[config.mk]
export PLATFORM = sky130hd
export DESIGN_NAME = sprite_animation_sequencer_core
export DESIGN_NICKNAME = d
export VERILOG_FILES = /design/src/hdl/spas_pkg.sv /design/src/hdl/sprite_animation_sequencer_core.sv /design/src/hdl/spas_sermul.sv
export SDC_FILE = /design/constraint.sdc
export NUM_CORES = 1
export LEC_CHECK = 0
export ABC_AREA = 1
export BUFFER_PORTS_ARGS = -buffer_cell sky130_fd_sc_hd__buf_4
export CORE_ASPECT_RATIO = 2
export CORE_UTILIZATION = 55
export CTS_CLUSTER_SIZE = 28
export DETAILED_ROUTE_END_ITERATION = 8
export PLACE_DENSITY = 0.79
export SYNTH_ARGS = -nofsm -noshare
export SYNTH_HDL_FRONTEND = slang
export SYNTH_SLANG_ARGS = --single-unit
[constraint.sdc]
create_clock -name clk -period 10 [get_ports clk]
set_input_delay 0 -clock clk [delete_from_list [all_inputs] [get_ports clk]]
set_output_delay 0 -clock clk [all_outputs]
set_load 0.005 [all_outputs]
[src/hdl/spas_pkg.sv]
// Shared types and constants of the sprite animation sequencer.
`default_nettype none
package spas_pkg;

  localparam int START_W  = 10;
  localparam int COUNT_W  = 11;
  localparam int FPR_W    = 11;
  localparam int PIXSZ_W  = 10;
  localparam int THRESH_W = 32;
  localparam int GAIN_W   = 16;
  localparam int MODE_W   = 2;

  localparam int ACTION_W = 2;
  localparam int DELTA_W  = 16;
  localparam int FRAME_W  = 10;
  localparam int PIXPOS_W = 20;
  localparam int IDX_W    = 11;

  localparam int S_TDATA_W = 32;
  localparam int M_TDATA_W = 56;
  localparam int CFG_IDX_W = 3;
  localparam int CFG_DAT_W = 32;

  localparam int MAX_SHEET_FRAMES = 1024;
  localparam int POS_LIMIT        = 1024;
  localparam int CNT_LIMIT_I      =
    (MAX_SHEET_FRAMES < POS_LIMIT) ? MAX_SHEET_FRAMES : POS_LIMIT;
  localparam logic [COUNT_W-1:0] CNT_LIMIT = COUNT_W'(CNT_LIMIT_I);

  localparam logic [ACTION_W-1:0] ACT_TICK    = 2'd0;
  localparam logic [ACTION_W-1:0] ACT_SET     = 2'd1;
  localparam logic [ACTION_W-1:0] ACT_RESTART = 2'd2;

  localparam logic [CFG_IDX_W-1:0] CFG_START  = 3'd0;
  localparam logic [CFG_IDX_W-1:0] CFG_COUNT  = 3'd1;
  localparam logic [CFG_IDX_W-1:0] CFG_FPR    = 3'd2;
  localparam logic [CFG_IDX_W-1:0] CFG_WIDTH  = 3'd3;
  localparam logic [CFG_IDX_W-1:0] CFG_HEIGHT = 3'd4;
  localparam logic [CFG_IDX_W-1:0] CFG_THRESH = 3'd5;
  localparam logic [CFG_IDX_W-1:0] CFG_GAIN   = 3'd6;
  localparam logic [CFG_IDX_W-1:0] CFG_MODE   = 3'd7;

  localparam logic [THRESH_W-1:0] THRESH_RST = 32'd4266667;
  localparam logic [GAIN_W-1:0]   GAIN_RST   = 16'd256;

  localparam int MUL_CYC  = DELTA_W;
  localparam int DIV_CYC  = IDX_W;
  localparam int PMUL_CYC = PIXSZ_W;
  localparam int CYC_W    = 4;

  typedef enum logic [2:0] {
    ST_IDLE,
    ST_MUL,
    ST_STEP,
    ST_DIV,
    ST_PMUL,
    ST_OUT
  } state_t;

endpackage
`default_nettype wire

[src/hdl/sprite_animation_sequencer_core.sv]
// Sprite-sheet frame animator: timing accumulator, frame stepper and sheet position.
// A tick word passes through the serial gain multiply, the frame step, the restoring divider
// and the pixel multipliers; other words skip the multiply. A new word is accepted only
// once the previous word has been loaded into the output register.
// The result sits in an output register, so the next word is taken while it waits.
// Reset (synchronous, active high) loads the register defaults and clears all frame state.
`default_nettype none
module sprite_animation_sequencer_core (
  input  logic                            clk,
  input  logic                            rst,
  // s_tdata: action[1:0], delta_us[17:2], new_frame[27:18], zero fill
  input  logic                            s_tvalid,
  output logic                            s_tready,
  input  logic [spas_pkg::S_TDATA_W-1:0]  s_tdata,
  // m_tdata: frame_pos[9:0], top[29:10], left[49:30], changed[50], finished[51], zero fill
  output logic                            m_tvalid,
  input  logic                            m_tready,
  output logic [spas_pkg::M_TDATA_W-1:0]  m_tdata,
  input  logic                            cfg_valid,
  output logic                            cfg_ready,
  input  logic [spas_pkg::CFG_IDX_W-1:0]  cfg_index,
  input  logic [spas_pkg::CFG_DAT_W-1:0]  cfg_data
);
  import spas_pkg::*;

  // Configuration registers.
  logic [START_W-1:0]  start_frame;
  logic [COUNT_W-1:0]  frame_count;
  logic [FPR_W-1:0]    frames_per_row;
  logic [PIXSZ_W-1:0]  frame_width;
  logic [PIXSZ_W-1:0]  frame_height;
  logic [THRESH_W-1:0] step_threshold;
  logic [GAIN_W-1:0]   rate_gain;
  logic [MODE_W-1:0]   mode;

  // Animation state.
  logic [THRESH_W-1:0] time_acc;
  logic [FRAME_W-1:0]  frame_pos;
  logic [FRAME_W-1:0]  last_frame;
  logic                last_valid;

  state_t              state, state_next;
  logic [CYC_W-1:0]    cnt;
  logic [ACTION_W-1:0] act_q;
  logic [FRAME_W-1:0]  tgt_q;

  logic [FRAME_W-1:0]  res_frame;
  logic                res_changed;
  logic                res_finished;
  logic [IDX_W-1:0]    quot;
  logic [IDX_W-1:0]    rem;

  logic                mul_load, mul_en, step_en, div_en, pmul_load, pmul_en, out_load;
  logic                cfg_wr;

  // Effective range and row width.
  logic [COUNT_W-1:0]  count;
  logic [FRAME_W-1:0]  count_m1;
  logic [FPR_W-1:0]    fpr;

  always_comb begin
    count = frame_count;
    if (frame_count == '0) begin
      count = COUNT_W'(1);
    end else if (frame_count > CNT_LIMIT) begin
      count = CNT_LIMIT;
    end
  end

  assign count_m1 = FRAME_W'(count - COUNT_W'(1));
  assign fpr      = (frames_per_row == '0) ? FPR_W'(1) : frames_per_row;

  // Serial gain by elapsed time product.
  logic [GAIN_W+DELTA_W-1:0] prod;

  spas_sermul #(.AW(GAIN_W), .BW(DELTA_W)) u_gain_mul (
    .clk  (clk),
    .load (mul_load),
    .en   (mul_en),
    .a    (rate_gain),
    .b    (s_tdata[ACTION_W +: DELTA_W]),
    .p    (prod)
  );

  // Frame update, computed combinationally and registered in the step state.
  logic [FRAME_W-1:0]  pos_c, pos_new;
  logic [THRESH_W:0]   acc_sum;
  logic [THRESH_W-1:0] acc_sat, acc_next;
  logic                lv_eff;
  logic                chg_new;
  logic [IDX_W-1:0]    idx_new;

  always_comb begin
    pos_c    = ({1'b0, frame_pos} >= count) ? count_m1 : frame_pos;
    acc_sum  = {1'b0, time_acc} + {1'b0, prod};
    acc_sat  = acc_sum[THRESH_W] ? {THRESH_W{1'b1}} : acc_sum[THRESH_W-1:0];
    acc_next = time_acc;
    pos_new  = pos_c;
    lv_eff   = last_valid;
    case (act_q)
      ACT_TICK: begin
        if (count > COUNT_W'(1)) begin
          acc_next = acc_sat;
          if (acc_sat > step_threshold) begin
            acc_next = '0;
            if (mode[1]) begin
              if (pos_c == '0) begin
                pos_new = mode[0] ? count_m1 : '0;
              end else begin
                pos_new = pos_c - FRAME_W'(1);
              end
            end else begin
              if (pos_c == count_m1) begin
                pos_new = mode[0] ? '0 : count_m1;
              end else begin
                pos_new = pos_c + FRAME_W'(1);
              end
            end
          end
        end
      end
      ACT_SET: begin
        pos_new = (tgt_q > count_m1) ? count_m1 : tgt_q;
      end
      ACT_RESTART: begin
        pos_new = mode[1] ? count_m1 : '0;
        lv_eff  = 1'b0;
      end
      default: begin
        pos_new = pos_c;
      end
    endcase
    chg_new = !lv_eff || (pos_new != last_frame);
    idx_new = {1'b0, start_frame} + {1'b0, pos_new};
  end

  // Restoring divider step: one quotient bit per cycle.
  logic [IDX_W:0]   div_r, div_d;
  logic             div_ge;
  logic [IDX_W-1:0] quot_next, rem_next;

  always_comb begin
    div_r     = {rem, quot[IDX_W-1]};
    div_d     = div_r - {1'b0, fpr};
    div_ge    = div_r >= {1'b0, fpr};
    rem_next  = div_ge ? div_d[IDX_W-1:0] : div_r[IDX_W-1:0];
    quot_next = {quot[IDX_W-2:0], div_ge};
  end

  // Pixel position products, loaded from the divider's final step.
  logic [IDX_W+PIXSZ_W-1:0] top_p, left_p;
  logic [PIXPOS_W-1:0]      top_sat, left_sat;

  spas_sermul #(.AW(IDX_W), .BW(PIXSZ_W)) u_top_mul (
    .clk  (clk),
    .load (pmul_load),
    .en   (pmul_en),
    .a    (quot_next),
    .b    (frame_height),
    .p    (top_p)
  );

  spas_sermul #(.AW(IDX_W), .BW(PIXSZ_W)) u_left_mul (
    .clk  (clk),
    .load (pmul_load),
    .en   (pmul_en),
    .a    (rem_next),
    .b    (frame_width),
    .p    (left_p)
  );

  assign top_sat  = (|top_p[IDX_W+PIXSZ_W-1:PIXPOS_W])  ? {PIXPOS_W{1'b1}} :
                                                          top_p[PIXPOS_W-1:0];
  assign left_sat = (|left_p[IDX_W+PIXSZ_W-1:PIXPOS_W]) ? {PIXPOS_W{1'b1}} :
                                                          left_p[PIXPOS_W-1:0];

  // Next-state logic.
  always_comb begin
    state_next = state;
    case (state)
      ST_IDLE: begin
        if (s_tvalid) begin
          state_next = (s_tdata[ACTION_W-1:0] == ACT_TICK) ? ST_MUL : ST_STEP;
        end
      end
      ST_MUL: begin
        if (cnt == CYC_W'(MUL_CYC - 1)) begin
          state_next = ST_STEP;
        end
      end
      ST_STEP: begin
        state_next = ST_DIV;
      end
      ST_DIV: begin
        if (cnt == CYC_W'(DIV_CYC - 1)) begin
          state_next = ST_PMUL;
        end
      end
      ST_PMUL: begin
        if (cnt == CYC_W'(PMUL_CYC - 1)) begin
          state_next = ST_OUT;
        end
      end
      ST_OUT: begin
        if (!m_tvalid || m_tready) begin
          state_next = ST_IDLE;
        end
      end
      default: begin
        state_next = ST_IDLE;
      end
    endcase
  end

  // Control outputs of the sequencer.
  always_comb begin
    s_tready  = 1'b0;
    mul_load  = 1'b0;
    mul_en    = 1'b0;
    step_en   = 1'b0;
    div_en    = 1'b0;
    pmul_load = 1'b0;
    pmul_en   = 1'b0;
    out_load  = 1'b0;
    case (state)
      ST_IDLE: begin
        s_tready = 1'b1;
        mul_load = s_tvalid;
      end
      ST_MUL: begin
        mul_en = 1'b1;
      end
      ST_STEP: begin
        step_en = 1'b1;
      end
      ST_DIV: begin
        div_en    = 1'b1;
        pmul_load = (cnt == CYC_W'(DIV_CYC - 1));
      end
      ST_PMUL: begin
        pmul_en = 1'b1;
      end
      ST_OUT: begin
        out_load = !m_tvalid || m_tready;
      end
      default: begin
        s_tready = 1'b0;
      end
    endcase
  end

  // Register writes are taken only between words, never during a frame update.
  assign cfg_ready = (state == ST_IDLE);
  assign cfg_wr    = cfg_valid && cfg_ready;

  always_ff @(posedge clk) begin
    if (rst) begin
      state <= ST_IDLE;
      cnt   <= '0;
    end else begin
      state <= state_next;
      cnt   <= (state_next != state) ? '0 : cnt + CYC_W'(1);
    end
  end

  // Configuration and frame state share one process: a direction flip restarts.
  always_ff @(posedge clk) begin
    if (rst) begin
      start_frame    <= '0;
      frame_count    <= COUNT_W'(1);
      frames_per_row <= FPR_W'(1);
      frame_width    <= '0;
      frame_height   <= '0;
      step_threshold <= THRESH_RST;
      rate_gain      <= GAIN_RST;
      mode           <= '0;
      time_acc       <= '0;
      frame_pos      <= '0;
      last_frame     <= '0;
      last_valid     <= 1'b0;
    end else if (step_en) begin
      time_acc   <= acc_next;
      frame_pos  <= pos_new;
      last_frame <= pos_new;
      last_valid <= 1'b1;
    end else if (cfg_wr) begin
      case (cfg_index)
        CFG_START:  start_frame    <= cfg_data[START_W-1:0];
        CFG_COUNT:  frame_count    <= cfg_data[COUNT_W-1:0];
        CFG_FPR:    frames_per_row <= cfg_data[FPR_W-1:0];
        CFG_WIDTH:  frame_width    <= cfg_data[PIXSZ_W-1:0];
        CFG_HEIGHT: frame_height   <= cfg_data[PIXSZ_W-1:0];
        CFG_THRESH: step_threshold <= cfg_data[THRESH_W-1:0];
        CFG_GAIN:   rate_gain      <= cfg_data[GAIN_W-1:0];
        CFG_MODE: begin
          mode <= cfg_data[MODE_W-1:0];
          if (cfg_data[1] != mode[1]) begin
            frame_pos  <= cfg_data[1] ? count_m1 : '0;
            last_valid <= 1'b0;
          end
        end
        default: begin
          mode <= mode;
        end
      endcase
    end
  end

  // Datapath registers of the current word.
  always_ff @(posedge clk) begin
    if (s_tvalid && s_tready) begin
      act_q <= s_tdata[ACTION_W-1:0];
      tgt_q <= s_tdata[ACTION_W+DELTA_W +: FRAME_W];
    end
    if (step_en) begin
      res_frame    <= pos_new;
      res_changed  <= chg_new;
      res_finished <= (pos_new == count_m1);
      quot         <= idx_new;
      rem          <= '0;
    end else if (div_en) begin
      quot <= quot_next;
      rem  <= rem_next;
    end
  end

  // Output register.
  always_ff @(posedge clk) begin
    if (rst) begin
      m_tvalid <= 1'b0;
    end else if (out_load) begin
      m_tvalid <= 1'b1;
    end else if (m_tready) begin
      m_tvalid <= 1'b0;
    end
  end

  always_ff @(posedge clk) begin
    if (out_load) begin
      m_tdata <= {{(M_TDATA_W - FRAME_W - 2*PIXPOS_W - 2){1'b0}},
                  res_finished, res_changed, left_sat, top_sat, res_frame};
    end
  end

endmodule
`default_nettype wire

[src/hdl/spas_sermul.sv]
// Radix-2 shift-add multiplier that retires one multiplier bit per cycle while en is high.
`default_nettype none
module spas_sermul #(
  parameter int AW = 11,
  parameter int BW = 10
) (
  input  logic             clk,
  input  logic             load,
  input  logic             en,
  input  logic [AW-1:0]    a,
  input  logic [BW-1:0]    b,
  output logic [AW+BW-1:0] p
);

  logic [AW-1:0]    mcand;
  logic [AW+BW-1:0] acc;
  logic [AW:0]      psum;

  // The multiplier sits in the low bits and shifts out as the product grows in.
  assign psum = {1'b0, acc[AW+BW-1:BW]} + (acc[0] ? {1'b0, mcand} : {(AW+1){1'b0}});

  always_ff @(posedge clk) begin
    if (load) begin
      mcand <= a;
      acc   <= {{AW{1'b0}}, b};
    end else if (en) begin
      acc <= {psum, acc[BW-1:1]};
    end
  end

  assign p = acc;

endmodule
`default_nettype wire
Word-level counts from Yosys, hierarchy flattened:

Cells that the tools add are included.

* register bits after elaboration: 373
* input port bits: 72
* output and inout bits: 59
* word-level logic and storage cells: 159

* bitwise logic cells: 1
* $add $sub $neg: 10
* multiplexer cells: 55
* reduce and logical (&&, ||, !) cells: 31
* $lt $le $gt $ge: 6
* equal/unequal tests: 22

Operators by type and width (number)
* 10-bit 2-to-1 mux: 19
* 11-bit 2-to-1 mux: 8
* 32-bit 2-to-1 mux: 2
* 16-bit 2-to-1 mux: 3
* 32-bit by 32-bit adder with 33-bit output: 1
* 32-bit greater-than comparator: 1
* 10-bit one-hot mux with 3 select lines: 1
* 3-bit AND reduction: 10
* 11-bit by 11-bit adder with 12-bit output: 2
* 11-bit logical NOT: 2
* 10-bit equality test: 2
* 10-bit by 1-bit subtractor with 10-bit output (second input constant): 2
* 3-bit equality test (second input constant): 6
* 3-bit one-hot mux with 6 select lines: 1
* 16-bit by 16-bit adder with 17-bit output: 1
* 1-bit 2-to-1 mux: 15
* 3-bit 2-to-1 mux: 5
* 2-bit nonzero test: 7
* 3-bit by 2-bit equality test with 1-bit output (second input constant): 4
* 4-bit equality test (second input constant): 3
* 12-bit by 11-bit greater-or-equal comparator with 1-bit output: 1
* 10-bit by 10-bit adder with 11-bit output: 1
* 10-bit by 11-bit greater-or-equal comparator with 1-bit output: 1
* 11-bit by 1-bit greater-than comparator with 1-bit output (second input constant): 1
* 20 further kinds: 26

Logic depth before layout (Yosys ltp):

* depth after elaboration: 13
* gate-level depth with buffers: 52
* mapped depth without buffers: 50

Hierarchy:

A second synthesis with hierarchy kept.

* cell total of the unflattened synthesis: 2879
* area total of the unflattened synthesis: 22033.6 um2

Modules (own cells, without submodules)
* sprite_animation_sequencer_core: times used 1, seq. area each 6095.8 um2, cells an instance 2036, area each 15551.2 um2
* spas_sermul (u_gain_mul): times used 1, seq. area each 1281.2 um2, cells an instance 373, area each 2822.7 um2
* spas_sermul (u_top_mul): times used 1, seq. area each 850.8 um2, cells an instance 235, area each 1831.8 um2
* spas_sermul (u_left_mul): times used 1, seq. area each 850.8 um2, cells an instance 235, area each 1828.0 um2

Least setup slack after synthesis:

No wires, ideal clock.

* path kind: reg-to-reg
* start: register u_gain_mul.acc[0], in the netlist u_gain_mul.p[0]
* end: register quot[9] (data pin)
* setup time: 0.268 ns
* slack: 3.250 ns
* clock period less this slack: 6.750 ns
* cell stages (with the launch flop): 50
* required time: 9.732 ns
* arrival time: 6.481 ns
* path buffers: 2
* cells stage by stage: edfxtp_1 ha_1 fa_1 nand2_1 inv_1 o21ai_1 nand2_1 a21boi_1 o21ai_0 a21boi_1 o21ai_0 a21boi_1 o21ai_0 nand3_1 nand2_1 inv_2 clkbuf_1 nand2_1 [14 not listed] nand2_1 nand2_1 nand2_1 inv_1 ha_1 a21oi_1 inv_1 a31oi_1 o21ai_0 inv_1 nor2_1 nor2_1 o21bai_1 a21oi_1 nor2_1 nor2_1 xor2_1 o21ai_0

* word-level cells in the longest chain between the ends: 8

RTL lines
* from (decl): RTL line spas_sermul.sv:16 `logic [AW+BW-1:0] acc;`
* from (signal assigned): RTL line spas_sermul.sv:25 `acc <= {{AW{1'b0}}, b};`
* from (signal assigned): RTL line spas_sermul.sv:27 `acc <= {psum, acc[BW-1:1]};`
* 32-bit by 32-bit adder with 33-bit output: RTL line sprite_animation_sequencer_core.sv:95 `acc_sum = {1'b0, time_acc} + {1'b0, prod};`
* 32-bit 2-to-1 mux: RTL line sprite_animation_sequencer_core.sv:96 `acc_sat = acc_sum[THRESH_W] ? {THRESH_W{1'b1}} : acc_sum[THRESH_W-1:0];`
* 32-bit greater-than comparator: RTL line sprite_animation_sequencer_core.sv:104 `if (acc_sat > step_threshold) begin`
* 10-bit 2-to-1 mux: RTL line sprite_animation_sequencer_core.sv:104
* 10-bit 2-to-1 mux: RTL line sprite_animation_sequencer_core.sv:102 `if (count > COUNT_W'(1)) begin`
* 10-bit one-hot mux with 3 select lines: RTL line sprite_animation_sequencer_core.sv:100 `case (act_q)`
* named net pos_new[2]: RTL line sprite_animation_sequencer_core.sv:86 `logic [FRAME_W-1:0] pos_c, pos_new;`
* 10-bit by 10-bit adder with 11-bit output: RTL line sprite_animation_sequencer_core.sv:134 `idx_new = {1'b0, start_frame} + {1'b0, pos_new};`
* 11-bit 2-to-1 mux: RTL line sprite_animation_sequencer_core.sv:315 `if (step_en) begin`
* to (signal assigned): RTL line sprite_animation_sequencer_core.sv:319 `quot <= idx_new;`
* to (signal assigned): RTL line sprite_animation_sequencer_core.sv:322 `quot <= quot_next;`
* to (decl): RTL line sprite_animation_sequencer_core.sv:50 `logic [IDX_W-1:0] quot;`

The timed path passes the listed nets, and every way through them passes these cells.
A chain may end at the register's enable or synchronous reset.

Final worst setup path:

* start: register u_gain_mul.acc[0], in the netlist u_gain_mul.p[0]
* end: register quot[10] (data pin)

The elaborated chain is that of the path after synthesis.

==> impl_metrics.ini <==
[floorplan]
fp.coreArea_um2 = 37400
io_pins = 131
die_w_um = 140
rows = 100
die_y_um = 278
dieArea_um2 = 38900
start_util = 0.560

[logic_synthesis]
synth_top_cell_area_share = 0.231
syn_area_um2 = 20900
synthFlopType = dfxtp_1
yosysUniqueCellTypes = 61
syn_avg_cell_area_um2 = 7.71
netlist_instances = 2717
yosysTopAreaCell = edfxtp_1
ys_ff_latch = 373
ys_seq_area_frac = 0.434
synthArstFlopShare = 0
synth_area_leaders = edfxtp_1, dfxtp_1, nand2_1
yosys_warnings = 0
synth_edf_count = 161

[hold_path]
min-delay-start = rst
hp-class = in2reg
min_to = state[2]
holdPathStages = 2

[clock_network]
cts_hold_buf = 65
insertion_delay_ns = 0.54
root_buffer = clkbuf_16
htreeDepth = 2
post-cts-setup-buffers = 0
clockBufferDepth = 3
cts.sinks = 373
cts_buffers = 35
clk_pin_slew_worst_paths_ns = 0.07
cts_resized = 0
cts_tree = yes

[power_and_ir_drop]
finalPower_w = 0.00479
p_leak_nw = 11.0
cellPowerDensity_nw_per_um2 = 199
ir_worst_vdd_mv = 0.127

[layout]
syn_to_final_growth_pct = 14.8
seqCellArea_um2 = 9080
finish.instance_area_um2 = 24000
final_util = 0.643
num_antenna_cells = 0
drive_gt1_frac = 0.0861
finalNetCount = 3103
fillers = 3187
multi_input_area_um2 = 10200

[timing]
worstMarginPinSlew_ns = 0.930
whs_ns = 0.0545
rsz0062_at_grt = no
skew_ns = 0.0133
setup_viol_count_final = 0
fin_crit_ns = 8.63
final_hold_viol_count = 0
setup_tns_ns = 0
drv_slew = 0
timing.final.crit_share = 0.863
slew_headroom = 0.378
fmax_mhz = 116

[setup_path]
critPathMaxStageDelay_ns = 0.69
cp_num_buf_inv = 5
cp_data_arrival_time_ns = 8.92
cp_common_cell = nand2_1
r2r_end = quot[10]
r2r_slack_ns = 1.37
cp_slowest_cell = edfxtp_1
reg2reg_from = u_gain_mul.p[0]
critPathKind = reg2reg
cp_max_fo = 26
worstPathRequired_ns = 10.29
endpoint_kind = flop
r2r_cells = 46
cp-start-kind = flop
cp_top_family = simple AND/OR/NAND/NOR gates

[global_routing]
grt_pass1_wl_mm = 95.2
grt_max_degree = 72
grt_overflow = 0
grt_util_all_layers = 0.311
antenna_found_initial = 0
first_global_vias = 18900

[route]
wl_met1_mm = 21.8
wl_met2_mm = 31.5
drt-total-wl_mm = 60.2
vias = 19000
viasPerCell = 5.67
wl_met3_mm = 3.00
dr.pass1.iters = 6
drc = 0
drt-initial-drc-count = 1149
antenna_left = 0
top_layer = met4
wl_per_cell_um = 17.9

[run]
maxCapViolations = 0

[placement]
port_buffers = 122
gp_congestion = 1.03
dpl_cell_area_um2 = 22300
dpl.hpwl_mm = 44.2

[status]
status = complete, no violations
synth_stat cells (all sizes together), types with 5 or more instances:
cell type,count
a21o,5
a211oi,9
nand3b,7
clkbuf,75
inv,336
nand2,695
nor4,6
nor2,289
clkinv,5
a21oi,204
o22ai,8
xor2,28
nor3,19
buf,15
ha,149
edfxtp,161
o21bai,12
o31ai,5
a21boi,8
o32ai,8
o21ai,237
a31oi,15
dfxtp,212
nand3,106
xnor2,11
or2,12
nand4,35
fa,6
metal layers:
metal | vias up | global-route usage
li1 | 9317 | -
met1 | 8859 | 0.317
met2 | 677 | 0.591
met3 | 196 | 0.0375
met4 | 0 | 0.195
met5 | - | 0
worst max-delay path by stage:
stage	start	cells past startpoint	slack, ns	endpoint
6_report	u_gain_mul.p[0]	46	1.37	quot[10]
5_1_grt	u_gain_mul.p[0]	46	0.59	quot[10]
4_1_cts	u_gain_mul.p[0]	46	1.41	quot[10]
3_5_place_dp	u_gain_mul.p[0]	46	1.45	quot[9]
3_3_place_gp	u_gain_mul.p[0]	46	1.54	quot[9]
2_1_floorplan	u_gain_mul.p[0]	49	3.25	quot[9]
area by class of cell:
class                           count  area share
Timing Repair Buffer              209      0.0720
Clock inverter                     19     0.00562
Inverter                          341      0.0532
Clock buffer                       45      0.0414
Multi-Input combinational cell   1916       0.426
Tap cell                          459      0.0239
Sequential cell                   373       0.378
sequential cells by signal, summed over array words and instances (netlist names), 16 cells and up:
name              count
rate_gain            16
m_tdata              52
time_acc             32
u_gain_mul.p         32
u_gain_mul.mcand     16
step_threshold       32
u_left_mul.p         21
u_top_mul.p          21
layout by cell type, fill, tap and decap left out, types with 9 or more instances in the layout:
master	count
a211oi_1	9
a21oi_1	202
a31oi_1	15
buf_4	144
clkbuf_16	37
clkinv_1	13
dfxtp_1	212
dlygate4sd3_1	65
edfxtp_1	161
ha_1	149
inv_1	330
nand2_1	683
nand2_2	10
nand3_1	102
nand4_1	35
nor2_1	280
nor3_1	19
o21ai_0	227
o21ai_1	9
o21bai_1	10
or2_2	12
xnor2_1	11
xor2_1	28
where the power goes:
| group | internal (W) | total [W] | switching (W) |
|---|---|---|---|
| logic | 0.000542 | 0.00162 | 0.00108 |
| registers | 0.00174 | 0.00182 | 0.0000860 |
| clock network | 0.000736 | 0.00134 | 0.000603 |
cells by family after synthesis:
group | Yosys count | synth area share
DFF | 373 | 0.434
buffers and inverters | 431 | 0.0792
and+or+nand+nor | 1171 | 0.230
AOI/OAI and AO/OA | 547 | 0.146
adders and majority gates | 155 | 0.0948
other | 1 | 0.000179
xor gates and xnor gates | 39 | 0.0163
metrics by stage:
step	setup slack [ns]	cells
after global routing	0.589	3362
after detailed placement	1.45	3233
final	1.37	3362
after CTS	1.41	3362
after floorplan	3.25	2720
after global placement	1.54	3233
Note: power is estimated with default switching activity, not from simulation.
